===== src/design/cbe_pkg.sv =====
`timescale 1ns / 1ps
package cbe_pkg;

   // Defaults for the top-level parameters
   localparam int NEWTON_ROUNDS_DEF = 8;
   localparam int FRAC_BITS_DEF     = 16;

   // Field and port widths
   localparam int PROG_W  = 19;
   localparam int EASED_W = 19;
   localparam int TDATA_W = 24;
   localparam int CX_W    = 17;
   localparam int CY_W    = 19;
   localparam int CSR_AW  = 2;
   localparam int CSR_DW  = 19;

   // Register indexes
   localparam logic [CSR_AW-1:0] CSR_CTRL1_X = 2'd0;
   localparam logic [CSR_AW-1:0] CSR_CTRL1_Y = 2'd1;
   localparam logic [CSR_AW-1:0] CSR_CTRL2_X = 2'd2;
   localparam logic [CSR_AW-1:0] CSR_CTRL2_Y = 2'd3;

   // Register reset values
   localparam logic [CX_W-1:0]        CTRL1_X_RST = 17'd16384;
   localparam logic signed [CY_W-1:0] CTRL1_Y_RST = 19'sd6554;
   localparam logic [CX_W-1:0]        CTRL2_X_RST = 17'd16384;
   localparam logic signed [CY_W-1:0] CTRL2_Y_RST = 19'sd65536;

   // Output saturation limits
   localparam logic signed [EASED_W-1:0] EASED_MAX = 19'sh3FFFF;
   localparam logic signed [EASED_W-1:0] EASED_MIN = 19'sh40000;

   // Multiply program: curve terms first, slope terms after
   localparam int              PC_W          = 4;
   localparam logic [PC_W-1:0] PC_CURVE_LAST = 4'd7;
   localparam logic [PC_W-1:0] PC_DX_LAST    = 4'd13;

   typedef enum logic [2:0] {
      ST_IDLE,
      ST_MUL,
      ST_CHECK,
      ST_DIVIDE,
      ST_UPDATE,
      ST_DELIVER
   } state_type;

   typedef enum logic [1:0] {A_U, A_T, A_R} a_sel_type;
   typedef enum logic [2:0] {B_U, B_T, B_CA, B_CB, B_DIFX, B_OMX} b_sel_type;
   typedef enum logic {ACC_X, ACC_D} acc_dst_type;
   typedef enum logic [1:0] {ACC_HOLD, ACC_LOAD, ACC_ADD} acc_mode_type;
   typedef enum logic [1:0] {K1, K3, K6} k_type;

   typedef struct packed {
      a_sel_type    a_sel;
      b_sel_type    b_sel;
      acc_dst_type  dst;
      acc_mode_type mode;
      k_type        k;
   } uop_type;

   typedef struct packed {
      logic            load_in;
      logic            run_uop;
      logic [PC_W-1:0] pc;
      logic            mode_y;
      logic            div_load;
      logic            div_step;
      logic            t_update;
      logic            load_out;
   } cmd_type;

   typedef struct packed {
      logic special_in;
      logic dx_zero;
   } sts_type;

   // One rounded product per step, result always lands in R
   function automatic uop_type uop_rom(input logic [PC_W-1:0] pc);
      uop_type u;
      u = '{A_U, B_U, ACC_X, ACC_HOLD, K1};
      unique case (pc)
         4'd0:  u = '{A_U, B_U,    ACC_X, ACC_HOLD, K1};
         4'd1:  u = '{A_R, B_T,    ACC_X, ACC_HOLD, K1};
         4'd2:  u = '{A_R, B_CA,   ACC_X, ACC_LOAD, K3};
         4'd3:  u = '{A_U, B_T,    ACC_X, ACC_HOLD, K1};
         4'd4:  u = '{A_R, B_T,    ACC_X, ACC_HOLD, K1};
         4'd5:  u = '{A_R, B_CB,   ACC_X, ACC_ADD,  K3};
         4'd6:  u = '{A_T, B_T,    ACC_X, ACC_HOLD, K1};
         4'd7:  u = '{A_R, B_T,    ACC_X, ACC_ADD,  K1};
         4'd8:  u = '{A_U, B_U,    ACC_D, ACC_HOLD, K1};
         4'd9:  u = '{A_R, B_CA,   ACC_D, ACC_LOAD, K3};
         4'd10: u = '{A_U, B_T,    ACC_D, ACC_HOLD, K1};
         4'd11: u = '{A_R, B_DIFX, ACC_D, ACC_ADD,  K6};
         4'd12: u = '{A_T, B_T,    ACC_D, ACC_HOLD, K1};
         4'd13: u = '{A_R, B_OMX,  ACC_D, ACC_ADD,  K3};
         default: u = '{A_U, B_U, ACC_X, ACC_HOLD, K1};
      endcase
      return u;
   endfunction

endpackage


===== src/design/cubic_bezier_ease_core.sv =====
`timescale 1ns / 1ps
// Cubic Bezier easing core. Each word on req carries a signed fixed-point
// progress value; the matching word on rsp carries y of the curve from
// (0,0) to (1,1) through the two control points held in the csr registers.
// Progress at or below zero returns 0 and at or above one returns one.
// Any other value runs NEWTON_ROUNDS Newton rounds on one shared
// multiplier and a bit-serial divider: each round runs the curve and slope
// multiply terms, one check, a divide of FRAC_BITS+2 quotient bits and one
// update, and the final y runs the curve terms once more; an item ends
// early when the slope reaches zero. Items are taken one at a time; a new
// word is accepted while the previous result still waits on rsp.
module cubic_bezier_ease_core #(
   parameter int NEWTON_ROUNDS = cbe_pkg::NEWTON_ROUNDS_DEF,
   parameter int FRAC_BITS     = cbe_pkg::FRAC_BITS_DEF
) (
   input  logic                         clock,
   input  logic                         reset,
   input  logic                         csr_wr_en,
   input  logic [cbe_pkg::CSR_AW-1:0]   csr_addr,
   input  logic [cbe_pkg::CSR_DW-1:0]   csr_wdata,
   input  logic                         req_tvalid,
   output logic                         req_tready,
   input  logic [cbe_pkg::TDATA_W-1:0]  req_tdata,  // [18:0] progress
   output logic                         rsp_tvalid,
   input  logic                         rsp_tready,
   output logic [cbe_pkg::TDATA_W-1:0]  rsp_tdata   // [18:0] eased
);
   import cbe_pkg::*;

   cmd_type cmd;
   sts_type sts;
   logic signed [EASED_W-1:0] eased;

   cbe_ctrl #(
      .NEWTON_ROUNDS (NEWTON_ROUNDS),
      .FRAC_BITS     (FRAC_BITS)
   ) u_ctrl (
      .clock      (clock),
      .reset      (reset),
      .req_tvalid (req_tvalid),
      .req_tready (req_tready),
      .rsp_tvalid (rsp_tvalid),
      .rsp_tready (rsp_tready),
      .sts        (sts),
      .cmd        (cmd)
   );

   cbe_datapath #(
      .FRAC_BITS (FRAC_BITS)
   ) u_dp (
      .clock     (clock),
      .reset     (reset),
      .csr_wr_en (csr_wr_en),
      .csr_addr  (csr_addr),
      .csr_wdata (csr_wdata),
      .progress  (req_tdata[PROG_W-1:0]),
      .cmd       (cmd),
      .sts       (sts),
      .eased     (eased)
   );

   assign rsp_tdata = {{(TDATA_W - EASED_W){1'b0}}, eased};

endmodule


===== src/design/cbe_datapath.sv =====
`timescale 1ns / 1ps
module cbe_datapath #(
   parameter int FRAC_BITS = cbe_pkg::FRAC_BITS_DEF
) (
   input  logic                                clock,
   input  logic                                reset,
   input  logic                                csr_wr_en,
   input  logic [cbe_pkg::CSR_AW-1:0]          csr_addr,
   input  logic [cbe_pkg::CSR_DW-1:0]          csr_wdata,
   input  logic signed [cbe_pkg::PROG_W-1:0]   progress,
   input  cbe_pkg::cmd_type                    cmd,
   output cbe_pkg::sts_type                    sts,
   output logic signed [cbe_pkg::EASED_W-1:0]  eased
);
   import cbe_pkg::*;

   localparam int F  = FRAC_BITS;
   localparam int AW = F + 2;
   localparam int BW = (F + 2 > CY_W) ? F + 2 : CY_W;
   localparam int PW = AW + BW;
   localparam int RW = BW + 1;
   localparam int SW = BW + 6;
   localparam int DV = SW + F + 1;
   localparam int QW = F + 2;
   localparam int TW = F + 4;

   localparam logic signed [AW-1:0] ONE_A   = {2'b01, {F{1'b0}}};
   localparam logic signed [BW-1:0] ONE_B   = BW'(ONE_A);
   localparam logic signed [TW-1:0] ONE_T   = TW'(ONE_A);
   localparam logic [QW-1:0]        TWO_ONE = {2'b10, {F{1'b0}}};
   localparam logic [PW-1:0]        HALF    = PW'(1) << (F - 1);

   logic [CX_W-1:0]        c1x_ff, c2x_ff;
   logic signed [CY_W-1:0] c1y_ff, c2y_ff;
   logic signed [PROG_W-1:0] prog_ff;
   logic signed [AW-1:0] t_ff, t_in, u_ff, u_in;
   logic signed [RW-1:0] r_ff;
   logic signed [SW-1:0] acc_x_ff, acc_x_in, acc_d_ff, acc_d_in;
   logic [DV-1:0] rem_ff, rem_in, dsh_ff, dsh_in;
   logic [QW-1:0] q_ff, q_in;
   logic neg_ff, neg_in;
   logic spec_ff, spec_one_ff;
   logic signed [EASED_W-1:0] eased_ff, eased_in;

   uop_type uop;
   logic signed [BW-1:0] p1x, p2x, difx, omx, b_ca, b_cb, b_op, prog_b;
   logic signed [AW-1:0] a_op;
   logic signed [PW-1:0] prod;
   logic [PW-1:0] mag, rnd;
   logic signed [RW-1:0] rq;
   logic signed [SW-1:0] kq_1, kq_3, kq_k, acc_sel;
   logic signed [SW:0] xp;
   logic [SW-1:0] nmag, dmag;
   logic ge;
   logic [QW-1:0] qsat;
   logic signed [TW-1:0] delta, tn;
   logic signed [AW-1:0] t_clamp, t_load;
   logic signed [SW-1:0] result;
   logic le0, ge1;

   // Hold configuration registers
   always_ff @(posedge clock) begin
      if (reset) begin
         c1x_ff <= CTRL1_X_RST;
         c1y_ff <= CTRL1_Y_RST;
         c2x_ff <= CTRL2_X_RST;
         c2y_ff <= CTRL2_Y_RST;
      end else if (csr_wr_en) begin
         unique case (csr_addr)
            CSR_CTRL1_X: c1x_ff <= csr_wdata[CX_W-1:0];
            CSR_CTRL1_Y: c1y_ff <= csr_wdata;
            CSR_CTRL2_X: c2x_ff <= csr_wdata[CX_W-1:0];
            CSR_CTRL2_Y: c2y_ff <= csr_wdata;
            default: ;
         endcase
      end
   end

   // Classify the incoming word
   assign prog_b = BW'(progress);
   assign le0    = (prog_b <= 0);
   assign ge1    = (prog_b >= ONE_B);
   assign sts.special_in = le0 | ge1;
   assign sts.dx_zero    = (acc_d_ff == '0);

   // Select multiplier operands
   assign uop  = uop_rom(cmd.pc);
   assign p1x  = BW'($signed({1'b0, c1x_ff}));
   assign p2x  = BW'($signed({1'b0, c2x_ff}));
   assign difx = p2x - p1x;
   assign omx  = ONE_B - p2x;
   assign b_ca = cmd.mode_y ? BW'(c1y_ff) : p1x;
   assign b_cb = cmd.mode_y ? BW'(c2y_ff) : p2x;

   always_comb begin
      unique case (uop.a_sel)
         A_U:     a_op = u_ff;
         A_T:     a_op = t_ff;
         A_R:     a_op = r_ff[AW-1:0];
         default: a_op = u_ff;
      endcase
      unique case (uop.b_sel)
         B_U:     b_op = BW'(u_ff);
         B_T:     b_op = BW'(t_ff);
         B_CA:    b_op = b_ca;
         B_CB:    b_op = b_cb;
         B_DIFX:  b_op = difx;
         B_OMX:   b_op = omx;
         default: b_op = BW'(u_ff);
      endcase
   end

   // Multiply and round to nearest, ties away from zero
   assign prod = PW'(a_op) * PW'(b_op);
   assign mag  = prod[PW-1] ? $unsigned(-prod) : $unsigned(prod);
   assign rnd  = (mag + HALF) >> F;
   assign rq   = prod[PW-1] ? -$signed(rnd[RW-1:0]) : $signed(rnd[RW-1:0]);

   // Scale by the term factor and accumulate
   assign kq_1 = SW'(rq);
   assign kq_3 = kq_1 + (kq_1 <<< 1);
   always_comb begin
      unique case (uop.k)
         K1:      kq_k = kq_1;
         K3:      kq_k = kq_3;
         K6:      kq_k = kq_3 <<< 1;
         default: kq_k = kq_1;
      endcase
      acc_sel  = (uop.dst == ACC_X) ? acc_x_ff : acc_d_ff;
      acc_x_in = acc_x_ff;
      acc_d_in = acc_d_ff;
      if (cmd.run_uop && uop.mode != ACC_HOLD) begin
         if (uop.dst == ACC_X) begin
            acc_x_in = (uop.mode == ACC_LOAD) ? kq_k : acc_sel + kq_k;
         end else begin
            acc_d_in = (uop.mode == ACC_LOAD) ? kq_k : acc_sel + kq_k;
         end
      end
   end

   // Set up and step the restoring divider
   assign xp   = (SW + 1)'(acc_x_ff) - (SW + 1)'(prog_ff);
   assign nmag = xp[SW] ? SW'(-xp) : SW'(xp);
   assign dmag = acc_d_ff[SW-1] ? $unsigned(-acc_d_ff) : $unsigned(acc_d_ff);
   assign ge   = (rem_ff >= dsh_ff);

   always_comb begin
      rem_in = rem_ff;
      dsh_in = dsh_ff;
      q_in   = q_ff;
      neg_in = neg_ff;
      if (cmd.div_load) begin
         rem_in = {1'b0, nmag, {F{1'b0}}};
         dsh_in = {dmag, {(F + 1){1'b0}}};
         q_in   = '0;
         neg_in = xp[SW] ^ acc_d_ff[SW-1];
      end else if (cmd.div_step) begin
         rem_in = ge ? rem_ff - dsh_ff : rem_ff;
         dsh_in = dsh_ff >> 1;
         q_in   = {q_ff[QW-2:0], ge};
      end
   end

   // Apply the saturated step and clamp t to the unit range
   assign qsat  = (q_ff > TWO_ONE) ? TWO_ONE : q_ff;
   assign delta = neg_ff ? -TW'({1'b0, qsat}) : TW'({1'b0, qsat});
   assign tn    = TW'(t_ff) - delta;
   assign t_clamp = (tn < 0) ? '0 : ((tn > ONE_T) ? ONE_A : tn[AW-1:0]);
   assign t_load  = AW'(progress);

   always_comb begin
      t_in = t_ff;
      u_in = u_ff;
      if (cmd.load_in) begin
         t_in = t_load;
         u_in = ONE_A - t_load;
      end else if (cmd.t_update) begin
         t_in = t_clamp;
         u_in = ONE_A - t_clamp;
      end
   end

   // Pick the answer and saturate to the output range
   always_comb begin
      if (spec_ff) begin
         result = spec_one_ff ? SW'(ONE_B) : '0;
      end else begin
         result = acc_x_ff;
      end
      if (result > SW'(EASED_MAX)) begin
         eased_in = EASED_MAX;
      end else if (result < SW'(EASED_MIN)) begin
         eased_in = EASED_MIN;
      end else begin
         eased_in = result[EASED_W-1:0];
      end
   end

   // Datapath registers
   always_ff @(posedge clock) begin
      t_ff     <= t_in;
      u_ff     <= u_in;
      acc_x_ff <= acc_x_in;
      acc_d_ff <= acc_d_in;
      rem_ff   <= rem_in;
      dsh_ff   <= dsh_in;
      q_ff     <= q_in;
      neg_ff   <= neg_in;
      if (cmd.run_uop) begin
         r_ff <= rq;
      end
      if (cmd.load_in) begin
         prog_ff     <= progress;
         spec_ff     <= le0 | ge1;
         spec_one_ff <= ge1;
      end
      if (cmd.load_out) begin
         eased_ff <= eased_in;
      end
   end

   assign eased = eased_ff;

endmodule


===== src/design/cbe_ctrl.sv =====
`timescale 1ns / 1ps
module cbe_ctrl #(
   parameter int NEWTON_ROUNDS = cbe_pkg::NEWTON_ROUNDS_DEF,
   parameter int FRAC_BITS     = cbe_pkg::FRAC_BITS_DEF
) (
   input  logic             clock,
   input  logic             reset,
   input  logic             req_tvalid,
   output logic             req_tready,
   output logic             rsp_tvalid,
   input  logic             rsp_tready,
   input  cbe_pkg::sts_type sts,
   output cbe_pkg::cmd_type cmd
);
   import cbe_pkg::*;

   localparam int DCW = $clog2(FRAC_BITS + 2);
   localparam int RCW = $clog2(NEWTON_ROUNDS + 1);
   localparam logic [DCW-1:0] DIV_LAST = DCW'(FRAC_BITS + 1);
   localparam logic [RCW-1:0] RND_LAST = RCW'(NEWTON_ROUNDS - 1);

   state_type state_ff, state_in;
   logic [PC_W-1:0] pc_ff, pc_in;
   logic mode_ff, mode_in;
   logic [DCW-1:0] dcnt_ff, dcnt_in;
   logic [RCW-1:0] rnd_ff, rnd_in;
   logic valid_ff, valid_in;
   logic pc_last, can_load;

   assign pc_last  = (pc_ff == (mode_ff ? PC_CURVE_LAST : PC_DX_LAST));
   assign can_load = !valid_ff || rsp_tready;

   // Next state
   always_comb begin
      state_in = state_ff;
      unique case (state_ff)
         ST_IDLE: begin
            if (req_tvalid) begin
               state_in = sts.special_in ? ST_DELIVER : ST_MUL;
            end
         end
         ST_MUL: begin
            if (pc_last) begin
               state_in = mode_ff ? ST_DELIVER : ST_CHECK;
            end
         end
         ST_CHECK:  state_in = sts.dx_zero ? ST_MUL : ST_DIVIDE;
         ST_DIVIDE: begin
            if (dcnt_ff == DIV_LAST) begin
               state_in = ST_UPDATE;
            end
         end
         ST_UPDATE: state_in = ST_MUL;
         ST_DELIVER: begin
            if (can_load) begin
               state_in = ST_IDLE;
            end
         end
         default: state_in = ST_IDLE;
      endcase
   end

   // Commands to the datapath
   always_comb begin
      cmd        = '0;
      req_tready = 1'b0;
      cmd.pc     = pc_ff;
      cmd.mode_y = mode_ff;
      unique case (state_ff)
         ST_IDLE: begin
            req_tready  = 1'b1;
            cmd.load_in = req_tvalid;
         end
         ST_MUL:     cmd.run_uop  = 1'b1;
         ST_CHECK:   cmd.div_load = !sts.dx_zero;
         ST_DIVIDE:  cmd.div_step = 1'b1;
         ST_UPDATE:  cmd.t_update = 1'b1;
         ST_DELIVER: cmd.load_out = can_load;
         default: ;
      endcase
   end

   // Advance the program, divide and round counters
   always_comb begin
      pc_in   = pc_ff;
      mode_in = mode_ff;
      dcnt_in = dcnt_ff;
      rnd_in  = rnd_ff;
      unique case (state_ff)
         ST_IDLE: begin
            pc_in   = '0;
            mode_in = 1'b0;
            rnd_in  = '0;
         end
         ST_MUL:   pc_in = pc_last ? '0 : pc_ff + 1'b1;
         ST_CHECK: begin
            dcnt_in = '0;
            if (sts.dx_zero) begin
               mode_in = 1'b1;
            end
         end
         ST_DIVIDE: dcnt_in = dcnt_ff + 1'b1;
         ST_UPDATE: begin
            if (rnd_ff == RND_LAST) begin
               mode_in = 1'b1;
            end else begin
               rnd_in = rnd_ff + 1'b1;
            end
         end
         ST_DELIVER: ;
         default: ;
      endcase
   end

   // Output word valid: set on load, drop when taken
   always_comb begin
      valid_in = valid_ff;
      if (cmd.load_out) begin
         valid_in = 1'b1;
      end else if (rsp_tready) begin
         valid_in = 1'b0;
      end
   end

   always_ff @(posedge clock) begin
      if (reset) begin
         state_ff <= ST_IDLE;
         pc_ff    <= '0;
         mode_ff  <= 1'b0;
         dcnt_ff  <= '0;
         rnd_ff   <= '0;
         valid_ff <= 1'b0;
      end else begin
         state_ff <= state_in;
         pc_ff    <= pc_in;
         mode_ff  <= mode_in;
         dcnt_ff  <= dcnt_in;
         rnd_ff   <= rnd_in;
         valid_ff <= valid_in;
      end
   end

   assign rsp_tvalid = valid_ff;

endmodule


===== config.mk =====
export PLATFORM = sky130hd
export DESIGN_NAME = cubic_bezier_ease_core
export DESIGN_NICKNAME = d
export VERILOG_FILES = /design/src/design/cbe_pkg.sv /design/src/design/cubic_bezier_ease_core.sv /design/src/design/cbe_datapath.sv /design/src/design/cbe_ctrl.sv
export SDC_FILE = /design/constraint.sdc
export NUM_CORES = 2
export LEC_CHECK = 0
export BUFFER_PORTS_ARGS = -buffer_cell sky130_fd_sc_hd__buf_2
export CORE_AREA = 10 10 255 257
export DETAILED_ROUTE_END_ITERATION = 8
export DIE_AREA = 0 0 265 267
export PLACE_DENSITY = 0.88
export SLEW_MARGIN = 25
export SYNTH_ARGS = -nofsm -noshare
export SYNTH_HDL_FRONTEND = slang
export SYNTH_SLANG_ARGS = --single-unit

===== constraint.sdc =====
create_clock -name clock -period 37.7 [get_ports clock]
set_input_delay 3.77 -clock clock [delete_from_list [all_inputs] [get_ports clock]]
set_output_delay 3.77 -clock clock [all_outputs]
set_load 0.01 [all_outputs]

==> flow_summary.ini <==
[outcome]
status = finished, final reports clean

[cells_and_area]
num-nets-final = 5148
area_growth_pct = 5.61
mostFrequentLayoutCell = nand2_1
fin_cells = 5298
fillers = 4508
ff_latch_area_um2 = 8870
layout_common_cells = nand2_1, inv_1, fa_1, a21oi_1, nor2_1
multi_input_comb_area_um2 = 26800
layout-drive-gt1-share_pct = 6.47

[worst_setup_path]
critPathSlowestCell = o211a_1
crit_top_cell = a21oi_1
path_depth = 76
worstSetupPathType = flop to flop
critPathRequiredTime_ns = 37.97
path_delay_family = compound AO/OA/AOI/OAI gates
reg2reg_depth = 76
rrSetupSlack_ns = 18.93
crit_buf_inv = 8
crit_fanout = 27
slowest_delay_ns = 0.79
worstSetupStartpointType = flop
worstSetupEndpointType = flop
cp_data_arrival_time_ns = 19.04

[sta]
slew_headroom_pct = 28.5
fmax_mhz = 53.3
tightest_slew_ns = 1.07
tns_ns = 0
hold_viol = 0
layout_min_cycle_time_ns = 18.77
rsz0062_at_grt = false
finClkSkew_ns = 0.0281
slew_viol_final = 0
setup_viol = 0
min_period_over_period_pct = 49.8

[synthesis]
async_flop_share_pct = 0
yosysWarningCount = 0
synth_ff_type = edfxtp_1
ys_types = 96
synthesis.area_um2 = 38500
ys_seq_area_share_pct = 23.0
synth_edf_count = 194
syn-instance-count = 4520
avgSynthCellArea_um2 = 8.51
synth-seq-cells = 346

[global_route]
grt_pass1_vias = 32500
use_met3_pct = 6.27
grt_max_degree = 93
gr-usage-all-layers_pct = 29.8
busiest_layer = met2
grt_pass1_wl_um = 171000
met1_usage_pct = 38.2
antenna_found_initial = 4
gr-usage-met2_pct = 47.2
gr-total-overflow = 0

[detailed_routing]
ant_nets = 0
vias = 33600
drt-total-wl_um = 107000
drtIter0Drc = 3775
viasPerCell = 6.33
drc = 0
drtPass1Iterations = 6
wl_per_cell_um = 20.2

[place]
dp_hpwl_um = 80700
place.gp.congestion = 0.970
port_buffers = 65
dpl.cell_count = 5229

[cts]
cts_buffer_depth = 3
cts_tree = built
root_buffer = clkbuf_16
hold_buffers = 0
cts_max_level = 2
clk_pin_slew_ns = 0.07
worstSkewPairLatency_ns = 0.55
cts.sinks = 346
post-cts-setup-buffer-count = 0
cts_resized = 0
cts_made_buffers = 34

[floorplan]
core_um2 = 59900
rows = 90
dieArea_um2 = 70800
die_w_um = 265
num_io_pins = 76
start_util_pct = 64.2
fp.dieH_um = 267

[run]
max-cap-violations = 0

[min_path]
hold_path_depth = 2
hp-class = flop to flop
==> cells in the mapped netlist (45+ instances only) <==
cell type | count | area share [%]
nor2b_1 | 82 | 1.3
nand2_1 | 643 | 6.3
fa_1 | 352 | 18
clkbuf_1 | 168 | 1.6
inv_1 | 564 | 5.5
xnor2_1 | 187 | 4.3
a21oi_1 | 293 | 3.8
xor2_1 | 86 | 2.0
nand3_1 | 87 | 1.1
o21ai_0 | 149 | 1.9
edfxtp_1 | 194 | 15
nor3_1 | 104 | 1.4
a21o_1 | 55 | 1.1
nor2_1 | 285 | 2.8
or3_1 | 45 | 0.73
ha_1 | 260 | 8.5
dfxtp_1 | 152 | 7.9
o22ai_1 | 70 | 1.1
==> cells by family (layout without fill, tap and decap cells) <==
group           count (synthesis)  after routing  share of synthesized area (%)
fa+ha+maj                     612            612                           26.8
simple gates                 1507           1507                           18.4
mux                            63             63                           1.84
flops                         346            346                           23.0
other cells                     1             10                        0.00974
buf+inv                       760            747                           7.49
compound gates                957            957                           16.2
xor+xnor                      274            274                           6.27
==> sequential cells by signal, indices dropped and copies added (netlist names), 5 cells and up <==
| register | cells |
|---|---|
| u_dp.uop | 10 |
| u_dp.c2x_ff | 17 |
| u_dp.prog_ff | 19 |
| u_dp.eased | 19 |
| u_dp.dsh_ff | 42 |
| u_ctrl.dcnt_ff | 5 |
| u_dp.r_ff | 18 |
| u_dp.acc_x_ff | 25 |
| u_dp.q_ff | 18 |
| u_dp.acc_d_ff | 25 |
| u_dp.rem_ff | 42 |
| u_dp.u_ff | 18 |
| u_dp.c1x_ff | 17 |
| u_dp.c1y_ff | 19 |
| u_dp.c2y_ff | 19 |
| u_dp.t_ff | 17 |
==> through the flow <==
step                      util, %  setup WS [ns]  cell area, um^2  hold WS [ns]
after floorplan                 -          20.98            38500         0.433
after global placement       65.9          19.64            39500         0.442
after detailed placement     65.9          19.11            39500         0.449
after CTS                    67.7          19.07            40600         0.457
after global routing         67.8          17.53            40600         0.473
final                        67.8          18.93            40600         0.456
==> metal layers <==
layer	vias to the layer above	part of all wire [%]	wire length [um]
met5	-	0.012	13
met4	2	5.3	5720
li1	15300	-	-
met1	16100	38	41000
met3	368	11	11700
met2	1831	45	48700
==> path summary, 6_finish.rpt <==
path                                       end                         start
setup / recovery   u_dp.acc_d_ff[24]$_DFFE_PP_   u_dp.c2x_ff[0]$_SDFFE_PP0P_
hold / removal    u_dp.c2y_ff[13]$_SDFFE_PP0P_  u_dp.c2y_ff[13]$_SDFFE_PP0P_
setup reg to reg   u_dp.acc_d_ff[24]$_DFFE_PP_   u_dp.c2x_ff[0]$_SDFFE_PP0P_
hold reg to reg   u_dp.c2y_ff[13]$_SDFFE_PP0P_  u_dp.c2y_ff[13]$_SDFFE_PP0P_
==> worst reg2reg max path, delay by kind of cell, from the launching register on <==
kind | cells | cell delay (ns)
AND/OR/NAND/NOR | 10 | 1.27
buffers and inverters | 8 | 0.61
XOR/XNOR | 8 | 1.77
flip-flops | 1 | 0.35
AO/OA/AOI/OAI | 37 | 9.00
adder cells (fa/ha/maj) | 13 | 5.45
==> layout make-up <==
type / count / area share (%)
flip-flops and latches: 346 / 21.8
inverters: 567 / 5.24
diodes: 5 / 0.0308
multi-input cells: 3418 / 66.0
repair buffers: 119 / 1.85
clock buffers: 42 / 2.27
well taps: 782 / 2.41
clock inverters: 19 / 0.342
Power is not shown: default switching activity piles up to over one toggle a cycle in this logic, so the estimate is an artifact.
